<file path="src/nnis_pkg.sv">
// Shared types and constants for the nearest-neighbor image scaler.
// Holds beat payload structs, controller/datapath command and status structs,
// register indexes and reset values. No dependencies.
package nnis_pkg;

   localparam int DEF_MAX_SRC_WIDTH    = 64;
   localparam int DEF_MAX_SRC_HEIGHT   = 64;
   localparam int DEF_FACTOR_FRAC_BITS = 8;

   localparam int DIM_W       = 7;
   localparam int FACTOR_W    = 10;
   localparam int TARGET_W    = 9;
   localparam int SCALED_W    = 9;
   localparam int POS_W       = 8;
   localparam int PIXEL_W     = 32;
   localparam int CSR_DATA_W  = 10;
   localparam int CSR_INDEX_W = 3;

   localparam logic [CSR_INDEX_W-1:0] CSR_SRC_WIDTH     = 3'd0;
   localparam logic [CSR_INDEX_W-1:0] CSR_SRC_HEIGHT    = 3'd1;
   localparam logic [CSR_INDEX_W-1:0] CSR_FIT_MODE      = 3'd2;
   localparam logic [CSR_INDEX_W-1:0] CSR_SCALE_FACTOR  = 3'd3;
   localparam logic [CSR_INDEX_W-1:0] CSR_TARGET_WIDTH  = 3'd4;
   localparam logic [CSR_INDEX_W-1:0] CSR_TARGET_HEIGHT = 3'd5;

   localparam logic [DIM_W-1:0]    RST_SRC_WIDTH     = 7'd64;
   localparam logic [DIM_W-1:0]    RST_SRC_HEIGHT    = 7'd64;
   localparam logic                RST_FIT_MODE      = 1'b0;
   localparam logic [FACTOR_W-1:0] RST_SCALE_FACTOR  = 10'd256;
   localparam logic [TARGET_W-1:0] RST_TARGET_WIDTH  = 9'd64;
   localparam logic [TARGET_W-1:0] RST_TARGET_HEIGHT = 9'd64;

   localparam logic [FACTOR_W-1:0] FACTOR_MAX = 10'd1023;
   localparam logic [SCALED_W-1:0] SCALED_MAX = 9'd256;

   localparam logic REQ_LOAD  = 1'b0;
   localparam logic REQ_FETCH = 1'b1;

   localparam logic STATUS_OK  = 1'b0;
   localparam logic STATUS_ERR = 1'b1;

   typedef struct packed {
      logic               req_type;
      logic [PIXEL_W-1:0] pixel_in;
   } req_item_type;

   typedef struct packed {
      logic [PIXEL_W-1:0] pixel_out;
      logic [POS_W-1:0]   out_col;
      logic [POS_W-1:0]   out_row;
      logic               last_pixel;
      logic               status;
   } rsp_item_type;

   typedef struct packed {
      logic load_pixel;
      logic div_start;
      logic div_fit;
      logic set_factor;
      logic set_scale;
      logic calc_addr;
      logic read_mem;
      logic out_load;
      logic out_error;
   } nnis_cmd_type;

   typedef struct packed {
      logic req_fetch;
      logic load_complete;
      logic fit_mode;
      logic fetch_error;
      logic div_done;
      logic out_free;
   } nnis_status_type;

endpackage

</file>
<file path="src/nnis_ctrl.sv">
// Scaler controller: sequences loads, factor setup and pixel fetches.
// Drives the datapath by command struct; depends on nnis_pkg.
module nnis_ctrl (
   input  logic                      clock,
   input  logic                      reset,
   input  logic                      req_valid,
   output logic                      req_ready,
   input  nnis_pkg::nnis_status_type status,
   output nnis_pkg::nnis_cmd_type    cmd
);

   import nnis_pkg::*;

   typedef enum logic [2:0] {
      S_IDLE,
      S_FDIV,
      S_FACTOR,
      S_SCALE,
      S_PDIV,
      S_ADDR,
      S_READ,
      S_OUT
   } state_type;

   state_type state_ff;
   state_type state_in;
   logic      err_ff;
   logic      err_in;

   always_comb begin
      state_in  = state_ff;
      err_in    = err_ff;
      cmd       = '0;
      req_ready = 1'b0;
      unique case (state_ff)
         S_IDLE: begin
            req_ready = 1'b1;
            if (req_valid) begin
               if (status.req_fetch) begin
                  if (status.fetch_error) begin
                     err_in   = 1'b1;
                     state_in = S_OUT;
                  end else begin
                     err_in        = 1'b0;
                     cmd.div_start = 1'b1;
                     state_in      = S_PDIV;
                  end
               end else begin
                  cmd.load_pixel = 1'b1;
                  if (status.load_complete) begin
                     if (status.fit_mode) begin
                        cmd.div_start = 1'b1;
                        cmd.div_fit   = 1'b1;
                        state_in      = S_FDIV;
                     end else begin
                        state_in = S_FACTOR;
                     end
                  end
               end
            end
         end
         S_FDIV: begin
            if (status.div_done) begin
               state_in = S_FACTOR;
            end
         end
         S_FACTOR: begin
            cmd.set_factor = 1'b1;
            state_in       = S_SCALE;
         end
         S_SCALE: begin
            cmd.set_scale = 1'b1;
            state_in      = S_IDLE;
         end
         S_PDIV: begin
            if (status.div_done) begin
               state_in = S_ADDR;
            end
         end
         S_ADDR: begin
            cmd.calc_addr = 1'b1;
            state_in      = S_READ;
         end
         S_READ: begin
            cmd.read_mem = 1'b1;
            state_in     = S_OUT;
         end
         S_OUT: begin
            if (status.out_free) begin
               cmd.out_load  = 1'b1;
               cmd.out_error = err_ff;
               state_in      = S_IDLE;
            end
         end
         default: state_in = S_IDLE;
      endcase
   end

   always_ff @(posedge clock) begin
      if (reset) begin
         state_ff <= S_IDLE;
         err_ff   <= 1'b0;
      end else begin
         state_ff <= state_in;
         err_ff   <= err_in;
      end
   end

endmodule

</file>
<file path="config.mk">
export PLATFORM = sky130hd
export DESIGN_NAME = nnis_ctrl
export DESIGN_NICKNAME = d
export VERILOG_FILES = /design/src/nnis_pkg.sv /design/src/nnis_ctrl.sv
export SDC_FILE = /design/constraint.sdc
export NUM_CORES = 1
export LEC_CHECK = 0
export BUFFER_PORTS_ARGS = -buffer_cell sky130_fd_sc_hd__buf_2
export CAP_MARGIN = 20
export CELL_PAD_IN_SITES_DETAIL_PLACEMENT = 0
export CELL_PAD_IN_SITES_GLOBAL_PLACEMENT = 1
export CORE_MARGIN = 8
export CORE_UTILIZATION = 27
export DETAILED_ROUTE_END_ITERATION = 8
export MAX_ROUTING_LAYER = met4
export PLACE_DENSITY_LB_ADDON = 0.1
export SLEW_MARGIN = 0
export SYNTH_ARGS = -nofsm -noshare
export SYNTH_HDL_FRONTEND = slang
export SYNTH_SLANG_ARGS = --single-unit
</file>
<file path="constraint.sdc">
create_clock -name clock -period 1.6 [get_ports clock]
set_input_delay 0.08 -clock clock [delete_from_list [all_inputs] [get_ports clock]]
set_output_delay 0.08 -clock clock [all_outputs]
set_load 0.02 [all_outputs]
</file>
# [Word-level counts from Yosys, hierarchy flattened]
# Cells that the tools add are included.
[op_classes] eq_ne=12 n_mux=25 reduce_logical=3
[op_table] cell="3-bit 2-to-1 mux" count=8
[op_table] cell="3-bit one-hot mux with 8 select lines" count=1
[op_table] cell="3-bit == test (second input constant)" count=4
[op_table] cell="2-bit 2-to-1 mux" count=6
[op_table] cell="1-bit 2-to-1 mux" count=10
[op_table] cell="2-bit != test (second input constant)" count=4
[op_table] cell="3-bit by 2-bit == test with 1-bit output (second input constant)" count=2
[op_table] cell="5-bit AND reduction" count=1
[op_table] cell="3-bit by 1-bit == test with 1-bit output (second input constant)" count=1
[op_table] cell="3-bit zero test" count=1
[op_table] cell="3-bit != test (second input constant)" count=1
[op_table] cell="3-bit AND reduction" count=1
[totals] register_bits=4 inputBits=9 out_inout_bits=10

# [Depth between registers and ports, before layout]
# Gate-level depths: netlist of run 1.
[depth] ltp_word=5 mapped_depth=6 ltp_nobuf=6

# [Worst setup path after synthesis of run 1]
# OpenSTA, ideal clock, no wires.
[synth_path] path_kind="register to register" startpoint="register state_ff[0]" endpoint="register state_ff[1]" setup_ns=0.116 t_arrival_ns=1.457 required_ns=1.484 setup_slack_ns=0.027 stages_incl_launch_ff=6 path_buffers=0 synth_period_minus_slack_ns=1.573 cell_sequence="dfxtp_1 -> inv_1 -> ha_1 -> a2111oi_1 -> a21oi_1 -> o211a_1"
[synth_between] elab_chain_len=3
[synth_rtl] element="start: declaration" line="nnis_ctrl.sv:25" text="state_type state_ff;"
[synth_rtl] element="start signal: assignment" line="nnis_ctrl.sv:104" text="state_ff <= state_in;"
[synth_rtl] element="3-bit by 1-bit == test with 1-bit output (tied with other cells)" line="nnis_ctrl.sv:35" text="unique case (state_ff)"
[synth_rtl] element="2-bit != test (no line) / 3-bit != test (equally long branches)"
[synth_rtl] element="5-bit AND reduction (no line)"
# Several ways; a longest one is shown, not always the timed one.
# A chain may end at the register's enable or synchronous reset.

==> impl_results.md, run 1 <==
- Status: finished clean
- Number of diodes added for antenna fixing: 0
- Slew @ Worst Pin: between 0.3 and 0.4 ns
- Hold Fails Final Rpt: 0
- Ratio of cells with drive above 1 in the final layout: 0.488
- TritonCTS clock tree: yes
- Clock buffers created by TritonCTS: 3
- Mean area per synthesized cell: just under 8 um2
- Routed wire length per instance: between 10 and 15 um
- First-pass GRT wire length: a little over 2000 um
- Number of antenna violations at the first check in global routing: 0
- Non-filler cells, final: 96
- ANT nets after route: 0
- Portion of the post-synthesis area used by sequential elements: 0.186
- Warnings, synthesis: 0
- Worst-Skew Late Latency: 0.23 ns
- Fraction of post-synthesis cell area in the top cell type by area: 0.186
- TritonCTS Sinks: 4
- Starting DRT DRC Count: 9
- Detailed-route wire length: around 1200 um
- Worst-path clk slew: ~0.040 ns
- Via count of the first global-routing pass: roughly 470
- Width of the chip: ~56 um
- Worst Hold Margin: 0.0400 ns
- Peak clock frequency supported by timing: approximately 660 MHz
- Data arrival time of the critical path: between 1 and 1.5 ns
- Highest ir drop seen on vdd: around 0.00080 V
- Total number of nets in the final design: 96
- Pin count of the biggest net entering global routing: 12
- Post-synth cell types: 24
- Library cell with the largest summed area after synthesis: dfxtp_1
- Clock tree root buffer cell: clkbuf_4
- Final setup violation count: 0
- Most common cell after layout, fill and taps aside: buf_2
- Worst setup skew after layout: approximately 0.00015 ns
- Minimum period implied by the final worst setup slack: approximately 1.5 ns
- Type of the most critical hold path: in -> reg
- Number of cell rows: 14
- Placed Instances: just over 90
- Cell types with the largest area share after synthesis: dfxtp_1 (19%), ha_1 (15%), and2b_2 (6.1%)
- Worst reg2reg setup slack: between 0.1 and 0.15 ns
- Global placer's final weighted congestion: just under 0.8
- Vias after detailed routing: roughly 460
- Num ports: 19
- HPWL reported at the end of detailed placement: between 900 and 1000 um
- Required time reported for the critical path endpoint: between 1.5 and 2 ns
- Core Box Area: 1510 um2
- Startpoint types: register
- Signed area change from the synthesized netlist to the final layout: 44.5%
- Pwr dens: approximately 1700 nW/um2
- Final Total Pwr: between 1000 and 1500 uW
- Static Leakage: 0.000335 uW
- Share of the clock period used by the worst path after layout: 0.952
- Residual DRC count: 0
- Maximum level of the CTS H-tree: 1
- Total nets after synthesis: 69
- Area of the die: between 3000 and 4000 um2
- Total of buffers placed on input and output ports: 18
- Crit Path Max Fanout: 4
- Number of buffers added to fix hold violations after cts: 0
- Number of maximum-capacitance constraint violations: 0
- Setup fix buffers added after clock tree synthesis: 0
- Commonest cells after routing, fill and taps aside: buf_2 (17), buf_4 (6), inv_1 (5), nor2_1 (5), o21ai_0 (5)
- Overflow left after global routing: 0
- Setup crit end kind: output pin
- Worst max-slew margin expressed relative to the limit: 0.753
- Cell count after synthesis: 55
- Vias/cell: about 4.8
- 1st-pass router iterations: 4
- Netlist Area Pre-Place: 430 um2
- Number of pins exceeding their max-slew limit in the final report: 0
- Crit path kind: reg -> out
- Effective utilization at floorplan: 0.286
- Global-route total usage across every layer: 0.0782
- Cell depth of the worst flop-to-flop path: 5
- Buffers from clock root to sink, at most: 2
- Seq cells post-synth: 4
- Min-Delay Path Depth: 2
- Height of the die: roughly 56 um
worst max-delay path: stages (launching register included):
cell     delay, ns
dfxtp_1       0.32
inv_1         0.08
ha_4          0.17
buf_4         0.14
and2b_2       0.22
nand2_4       0.09
nor2_1        0.04
buf_2         0.15
stage by stage:
step / area (um2) / setup slack, ns / setup TNS, ns / utilization
6_report: 622 / 0.0767 / 0 / 0.413
5_1_grt: 622 / -0.00502 / -0.00502 / 0.413
4_1_cts: 594 / 0.0116 / 0 / 0.395
3_5_place_dp: 567 / 0.0318 / 0 / 0.376
3_3_place_gp: 567 / 0.0453 / 0 / 0.376
2_1_floorplan: 430 / 0.0270 / 0 / -
state kept, by name, indices dropped and copies added, names as in the netlist:
register	count
state_ff	3
err_ff	1
layer usage:
metal / vias up / track usage / wire (um)
met5: - / - / 0
met4: 0 / 0.0412 / 0
met3: 0 / 0.0183 / 81
met2: 12 / 0.115 / 550
met1: 196 / 0.0958 / 581
li1: 248 / - / -
synth_stat cells:
cell,instances
nor2_1,5
nor4_1,1
a21oi_1,5
and2_2,2
o21bai_1,1
o211a_1,2
or3_1,1
and2b_2,3
dfxtp_1,4
nand2_1,2
and3_2,1
nand2b_1,2
nor2b_1,1
a2111oi_1,1
o21ai_0,5
nand4_1,1
o211ai_1,1
a221oi_2,1
and2_1,2
o311a_1,1
inv_1,6
buf_6,1
ha_1,5
o41ai_1,1
path summary, 6_finish.rpt:
| path | startpoint | endpoint |
|---|---|---|
| setup / recovery | state_ff[1] | cmd[6] |
| hold / removal | reset | state_ff[2] |
| setup reg to reg | state_ff[1] | state_ff[1] |
| hold reg to reg | err_ff | err_ff |
timing repair:
| item | 4_1_cts | 5_1_grt |
|---|---|---|
| resized for setup | 2 | 7 |
| pin swaps | 0 | 0 |
| setup endpoints to repair | 3 | 5 |
cell type report:
| type | instances | area [um2] |
|---|---|---|
| clock buffer | 3 | 22.5 |
| timing repair buffer | 23 | 130 |
| inverter | 6 | 22.5 |
| tap | 16 | 20.0 |
| fill | 145 | 885 |
| sequential | 4 | 81.3 |
| multi-input combinational | 44 | 345 |
cell families after synthesis:
kind of cell / after synthesis / synth area share
flops: 4 / 0.186
buf+inv: 7 / 0.0785
compound gates: 18 / 0.299
fa+ha+maj: 5 / 0.145
simple gates: 21 / 0.291
power breakdown:
| group | switching, uW | total (uW) | internal [uW] |
|---|---|---|---|
| clock network | 38.8 | 123 | 83.7 |
| registers | 42.6 | 181 | 139 |
| logic | 386 | 730 | 343 |
| total | 467 | 1030 | 566 |
(Power assumes the default switching activity.)
==> run 2, diff against run 1 <==
--- a/config.mk
+++ b/config.mk
@@ -5,12 +5,13 @@
 export SDC_FILE = /design/constraint.sdc
 export NUM_CORES = 1
 export LEC_CHECK = 0
+export ABC_AREA = 1
 export BUFFER_PORTS_ARGS = -buffer_cell sky130_fd_sc_hd__buf_2
 export CAP_MARGIN = 20
 export CELL_PAD_IN_SITES_DETAIL_PLACEMENT = 0
 export CELL_PAD_IN_SITES_GLOBAL_PLACEMENT = 1
 export CORE_MARGIN = 8
-export CORE_UTILIZATION = 27
+export CORE_UTILIZATION = 26
 export DETAILED_ROUTE_END_ITERATION = 8
 export MAX_ROUTING_LAYER = met4
 export PLACE_DENSITY_LB_ADDON = 0.1
==> run 2 against run 1 <==
Maximum frequency up 5.3%. Setup slack improved by 0.076 ns. Clock power about the same. Critical path depth unchanged. Non-clock buffer count fell by 5. Clock-buffer cell count unchanged. Via count up 9.6%. Sequential share of layout area grew 0.12 points. Highest routed layer unchanged. Synthesized area rose by 7.0%. Largest power group unchanged.
==> impl_results.md, run 2 <==
- ANT nets after route: 0
- Slew @ Worst Pin: 0.244 ns
- Mean area per synthesized cell: 5.55 um2
- Grt met3 use: 0.0132
- Final setup violation count: 0
- Portion of the post-synthesis area used by sequential elements: 0.174
- Seq cells post-synth: 4
- Cell with the biggest individual delay on the critical path: dfxtp_1
- Global-route total usage across every layer: 0.0760
- Pwr dens: 1670 nW/um2
- GR peak layer: met2
- Gate power share: 0.695
- Status: finished clean
- Area of the die: between 3000 and 4000 um2
- Warnings, synthesis: 0
- Global placer's final weighted congestion: around 0.72
- Minimum period implied by the final worst setup slack: 1.45 ns
- Worst-path clk slew: roughly 0.040 ns
- TritonCTS Sinks: 4
- M1 GR Usage: 0.0872
- Detailed-route wire length: between 1000 and 1500 um
- Buffers from clock root to sink, at most: 2
- Type of the most critical hold path: in -> reg
- Worst setup skew after layout: roughly 0.0022 ns
- Effective utilization at floorplan: 0.273
- Data arrival time of the critical path: roughly 1.4 ns
- Core Box Area: 1690 um2
- Clock group share of total power: 0.118
- Post-synth cell types: 16
- Worst R2R End: state_ff[1]
- Worst max-slew margin expressed relative to the limit: 0.836
- Signed area change from the synthesized netlist to the final layout: 31.8%
- Cell depth of the worst flop-to-flop path: 10
- Residual DRC count: 0
- Startpoint types: register
- Resized Gates After CTS: 0
- Worst reg2reg setup slack: ~0.19 ns
- Cell types with the largest area share after synthesis: nand2_1 (22%), dfxtp_1 (17%), ha_1 (14%)
- Share of the clock period used by the worst path after layout: 0.904
- Crit path capture: cmd[7]
- Setup fix buffers added after clock tree synthesis: 0
- Vias/cell: 4.13
- Commonest cells after routing, fill and taps aside: nand2_1 (27), buf_2 (17), inv_1 (13)
- Setup crit end kind: output pin
- Width of the chip: 58.1 um
- Number of maximum-capacitance constraint violations: 0
- Biggest cell delay along the critical path: between 0.3 and 0.4 ns
- Starting DRT DRC Count: 5
- Top-count cell post-synth: nand2_1
- Sequential share of power: 0.187
- Series of cell instances along the critical path: inv_2, ha_2, nand2_2, nor2_2, inv_1, nor2_1, buf_2
- Netlist Area Pre-Place: between 400 and 500 um2
- Hold Fails Final Rpt: 0
- Overflow left after global routing: 0
- Crit Path Max Fanout: 4
- Source of the critical timing path: state_ff[0]
- Pin count of the biggest net entering global routing: 8
- Highest ir drop seen on vdd: roughly 0.00048 V
- Net switching power of the design: around 550 uW
- Launch instance of the worst register-to-register path: state_ff[0]
- 1st-pass router iterations: 4
- Number of diodes added for antenna fixing: 0
- Fill cell total of the finished layout: between 200 and 250
- Library cell with the largest summed area after synthesis: nand2_1
- Static Leakage: ~0.0004 uW
- Register ranked first by flip-flop count: state_ff
- Fraction of post-synthesis cell area in the top cell type by area: 0.220
- Flip-flop count of the largest register after layout: 3
- Maximum level of the CTS H-tree: 1
- Setup repair after global routing missed its margin: no
- Largest registers: state_ff: 3 flops, err_ff: 1 flops
- First-pass GRT wire length: about 2000 um
- Total number of nets in the final design: 120
- Total area of sequential cells: 80.1 um2
- Number of pins exceeding their max-slew limit in the final report: 0
- Number of antenna violations at the first check in global routing: 0
- TritonCTS clock tree: yes
- Internal power: between 400 and 500 uW
- Setup Total Neg Slack: 0 ns
- HPWL reported at the end of detailed placement: about 1000 um
- Number of buffers added to fix hold violations after cts: 0
- Routed wire length per instance: 9.58 um
- Total of buffers placed on input and output ports: 18
- Height of the die: between 50 and 60 um
- Cell count after synthesis: 83
- Via count of the first global-routing pass: roughly 490
- Final Util: 0.359
- Total nets after synthesis: 97
- Clock buffers created by TritonCTS: 3
- Ratio of cells with drive above 1 in the final layout: 0.346
- Synth Flop Type: dfxtp_1
- Number of cell rows: 15
- Footprint of the multi-input gates: between 300 and 400 um2
- Most common cell after layout, fill and taps aside: nand2_1
- Clock tree root buffer cell: clkbuf_4
- Required time reported for the critical path endpoint: around 1.5 ns
- Crit path kind: reg -> out
- Commonest cells in the synthesized netlist: nand2_1 (27), inv_1 (15), nor2_1 (12)
- Switching share of power: 0.541
- Num ports: 19
- Proportion of synthesized flip-flops having asynchronous set or reset: 0
- Vias after detailed routing: 500
- Peak clock frequency supported by timing: just under 700 MHz
- Worst-Skew Late Latency: 0.23 ns
- Met2 track demand over resource in global routing: 0.123
- Number of synthesized flops with an enable pin: 0
run 2: cell count changes in the layout (fill, tap and decap cells not counted), moves of 4 or more:
cell	before	now
inv_1	5	13
buf_4	6	1
inv_2	1	5
nor2_1	5	11
nand2_1	1	27
nor2_2	0	4
run 2: how the worst min path moves through the flow:
stage                     cells past startpoint     endpoint      start  slack (ns)
after detailed placement                      4  state_ff[2]      reset        0.38
after floorplan                               1       cmd[8]  status[5]        0.24
final                                         4  state_ff[2]      reset        0.13
after global placement                        4  state_ff[2]      reset        0.37
after CTS                                     4  state_ff[2]      reset        0.13
after global routing                          4  state_ff[2]      reset        0.17
run 2: critical path, delay by kind of cell, from the launching register on:
kind                     cells  cell delay, ns
flip-flops                   1            0.34
adder cells (fa/ha/maj)      1            0.18
AND/OR/NAND/NOR              3            0.28
buffers and inverters        3            0.34
run 2: metal layers:
layer,vias up,wire [um],part of all wire
li1,290,-,-
met1,193,592,0.51
met2,17,518,0.45
met3,0,48,0.041
met4,0,0,0
met5,-,0,0
run 2: kinds of logic (layout without fill, tap and decap cells):
group / count (synthesis) / count (layout) / share of synthesized area
flip-flops: 4 / 4 / 0.174
adder cells (fa/ha/maj): 5 / 5 / 0.136
AO/OA/AOI/OAI: 4 / 4 / 0.0435
AND/OR/NAND/NOR: 52 / 52 / 0.500
buffers and inverters: 18 / 39 / 0.147
run 2: metrics by stage:
| stage | hold slack [ns] | cell area [um2] | std cells | power, uW | setup WS (ns) |
|---|---|---|---|---|---|
| after floorplan | 0.240 | 460 | 83 | 728 | 0.238 |
| after global placement | 0.371 | 572 | 118 | 909 | 0.122 |
| after detailed placement | 0.376 | 572 | 118 | 893 | 0.132 |
| after CTS | 0.134 | 594 | 121 | 1020 | 0.00960 |
| after global routing | 0.172 | 607 | 121 | 1160 | 0.0218 |
| final | 0.133 | 607 | 121 | 1020 | 0.153 |
run 2: final cells by class:
type                    instances  area share
multi-input cells              61       0.532
well taps                      17      0.0351
clock buffers                   3      0.0371
inverters                      18       0.111
flip-flops and latches          4       0.132
repair buffers                 18       0.153
run 2: power by group through the flow:
stage / Sequential, uW / Combinational [uW] / Clock [uW]
3_5_place_dp: 188 / 705 / 0
3_3_place_gp: 189 / 721 / 0
4_1_cts: 187 / 709 / 126
5_1_grt: 197 / 828 / 131
6_report: 190 / 706 / 120
2_1_floorplan: 177 / 550 / 0
==> run 3, diff against run 2 <==
--- a/config.mk
+++ b/config.mk
@@ -11,7 +11,7 @@
 export CELL_PAD_IN_SITES_DETAIL_PLACEMENT = 0
 export CELL_PAD_IN_SITES_GLOBAL_PLACEMENT = 1
 export CORE_MARGIN = 8
-export CORE_UTILIZATION = 26
+export CORE_UTILIZATION = 31
 export DETAILED_ROUTE_END_ITERATION = 8
 export MAX_ROUTING_LAYER = met4
 export PLACE_DENSITY_LB_ADDON = 0.1
==> constraint.sdc (replaced) <==
create_clock -name clock -period 1.7 [get_ports clock]
set_input_delay 0.085 -clock clock [delete_from_list [all_inputs] [get_ports clock]]
set_output_delay 0.085 -clock clock [all_outputs]
set_load 0.02 [all_outputs]
==> run 3 against run 2 <==
Clock skew down 0.0015 ns. Utilization up 5.0 points. Clock power about the same. Non-clock buffer count unchanged. Wire length up 3.1%. Clock-buffer cell count unchanged. Worst hold slack about the same. Highest routed layer is now met4. Largest cell class unchanged. First-iteration DRC count unchanged.
==> impl_results.md, run 3 (synthesis results as in run 2) <==
- Status: finished clean
- Height of the die: 54.5 um
- Number of cell rows: 14
- Largest registers: state_ff: 3 flops, err_ff: 1 flops
- Total met3 wirelength after detailed routing: 88 um
- Number of diodes added for antenna fixing: 0
- Clock group share of total power: 0.123
- Pin count of the biggest net entering global routing: 8
- Pwr dens: 1610 nW/um2
- Buffers from clock root to sink, at most: 2
- Hold Fails Final Rpt: 0
- Library cell appearing most often on the critical path: inv_1
- Highest ir drop seen on vdd: roughly 0.00054 V
- Min-Delay Path Depth: 4
- Clock buffers created by TritonCTS: 3
- Worst-Skew Late Latency: between 0.2 and 0.25 ns
- Signed area change from the synthesized netlist to the final layout: 29.3%
- Most common cell after layout, fill and taps aside: nand2_1
- Crit path kind: reg -> out
- Launch instance of the worst register-to-register path: state_ff[0]
- Type of the most critical hold path: in -> reg
- Setup slack at placement: 0.230 ns
- TritonCTS Sinks: 4
- Num ports: 19
- Source of the critical timing path: state_ff[0]
- Worst setup skew after layout: approximately 0.00066 ns
- Final Total Pwr: ~960 uW
- Total of buffers placed on input and output ports: 18
- Worst max-slew margin expressed relative to the limit: 0.831
- ANT nets after route: 0
- Number of antenna violations at the first check in global routing: 0
- Cell with the biggest individual delay on the critical path: dfxtp_1
- Setup repair after global routing missed its margin: no
- Detailed-route wire length: 1200 um
- Peak clock frequency supported by timing: about 650 MHz
- Worst R2R End: state_ff[1]
- Detail Route met2 WL: around 520 um
- Number of pins exceeding their max-slew limit in the final report: 0
- Number of maximum-capacitance constraint violations: 0
- Worst reg2reg setup slack: around 0.21 ns
- Gate power share: 0.695
- Vias/cell: around 4.4
- Resized Gates After CTS: 0
- Crit Path Max Fanout: 4
- Setup fix buffers added after clock tree synthesis: 0
- Register ranked first by flip-flop count: state_ff
- Effective utilization at floorplan: 0.317
- Setup Total Neg Slack: 0 ns
- Global-route total usage across every layer: 0.0873
- Number of buffers added to fix hold violations after cts: 0
- 1st-pass router iterations: 4
- Data arrival time of the critical path: approximately 1.4 ns
- Highest Signal Layer: met4
- Maximum level of the CTS H-tree: 1
- Series of cell instances along the critical path: inv_1, ha_1, nand2_2, nor2_2, inv_1, nor3_1, buf_2
- Slew @ Worst Pin: about 0.25 ns
- Global placer's final weighted congestion: approximately 0.76
- Cell depth of the worst flop-to-flop path: 10
- Routed wire length per instance: approximately 10 um
- Share of the clock period used by the worst path after layout: 0.899
- Net switching power of the design: 523 uW
- Ratio of cells with drive above 1 in the final layout: 0.308
- Flip-flop count of the largest register after layout: 3
- Final setup violation count: 0
- Setup crit end kind: output pin
- Vias after detailed routing: between 500 and 600
- Worst Min Path Start: reset
- Worst-path clk slew: about 0.04 ns
- Width of the chip: approximately 55 um
- Switching share of power: 0.545
- Top cell family by delay on the critical path: buffers and inverters
- Starting DRT DRC Count: 5
- Overflow left after global routing: 0
- Area of the die: approximately 3000 um2
- Residual DRC count: 0
- Static Leakage: between 0.0003 and 0.0004 uW
- Biggest cell delay along the critical path: 0.33 ns
- Startpoint types: register
- Core Box Area: 1450 um2
- Path length in cells of the critical path: 7
- HPWL reported at the end of detailed placement: slightly above 1000 um
- First-pass GRT wire length: roughly 1900 um
- Commonest cells after routing, fill and taps aside: nand2_1 (27), buf_2 (18), inv_1 (15)
- Worst-case setup margin in the final layout: around 0.17 ns
- Minimum period implied by the final worst setup slack: 1.53 ns
- TritonCTS clock tree: yes
- Clock tree root buffer cell: clkbuf_4
- Hold EP: state_ff[2]
- Post-Route M1 WL: around 570 um
- Worst path buffer plus inverter count: 3
- Sequential share of power: 0.182
- Via count of the first global-routing pass: roughly 490
- Required time reported for the critical path endpoint: roughly 1.6 ns
- Internal power: 437 uW
- Total number of nets in the final design: 120
==> run 3: changes by cell type in the layout (fill, tap and decap cells not counted) <==
cell    previous run  this run
buf_2             17        18
buf_4              1         0
ha_1               4         5
ha_2               1         0
inv_1             13        15
inv_2              5         3
nor3_1             1         2
nor3_2             1         0
==> run 3: layout make-up <==
cell class	instances	area (um2)
inverters	18	67.6
flip-flops and latches	4	80.1
clock buffers	3	22.5
well taps	16	20.0
multi-input cells	61	315
repair buffers	18	90.1
fillers	187	858
==> run 3: tightest hold or removal path: stages <==
cell	delay, ns
buf_2	0.07
inv_1	0.06
nand2_1	0.07
nor2_1	0.03
==> run 3: power by group through the flow <==
| stage | registers [uW] | logic (uW) | clock network, uW |
|---|---|---|---|
| finish | 175 | 668 | 118 |
| global route | 180 | 770 | 128 |
| floorplan | 167 | 518 | 0 |
| global placement | 177 | 673 | 0 |
| CTS | 174 | 677 | 122 |
| detailed placement | 176 | 671 | 0 |
==> run 3: through the flow <==
stage / hold WS, ns / area, um2 / cells / utilization
floorplan: 0.246 / 460 / 83 / -
global placement: 0.375 / 571 / 117 / 0.392
detailed placement: 0.379 / 571 / 117 / 0.392
CTS: 0.133 / 593 / 120 / 0.408
global route: 0.149 / 596 / 120 / 0.410
finish: 0.133 / 596 / 120 / 0.410
==> run 3: per-layer routing <==
metal | up-vias | track usage
li1 | 290 | -
met1 | 218 | 0.0937
met2 | 17 | 0.153
met3 | 2 | 0.00815
met4 | 0 | 0.0492
met5 | - | -
==> run 3: worst max-delay path by stage <==
stage / endpoint / slack (ns)
after floorplan: cmd[6] / 0.33
after detailed placement: state_ff[1] / 0.23
final: cmd[6] / 0.17
after global placement: state_ff[1] / 0.23
after CTS: cmd[6] / 0.09
after global routing: cmd[6] / 0.04
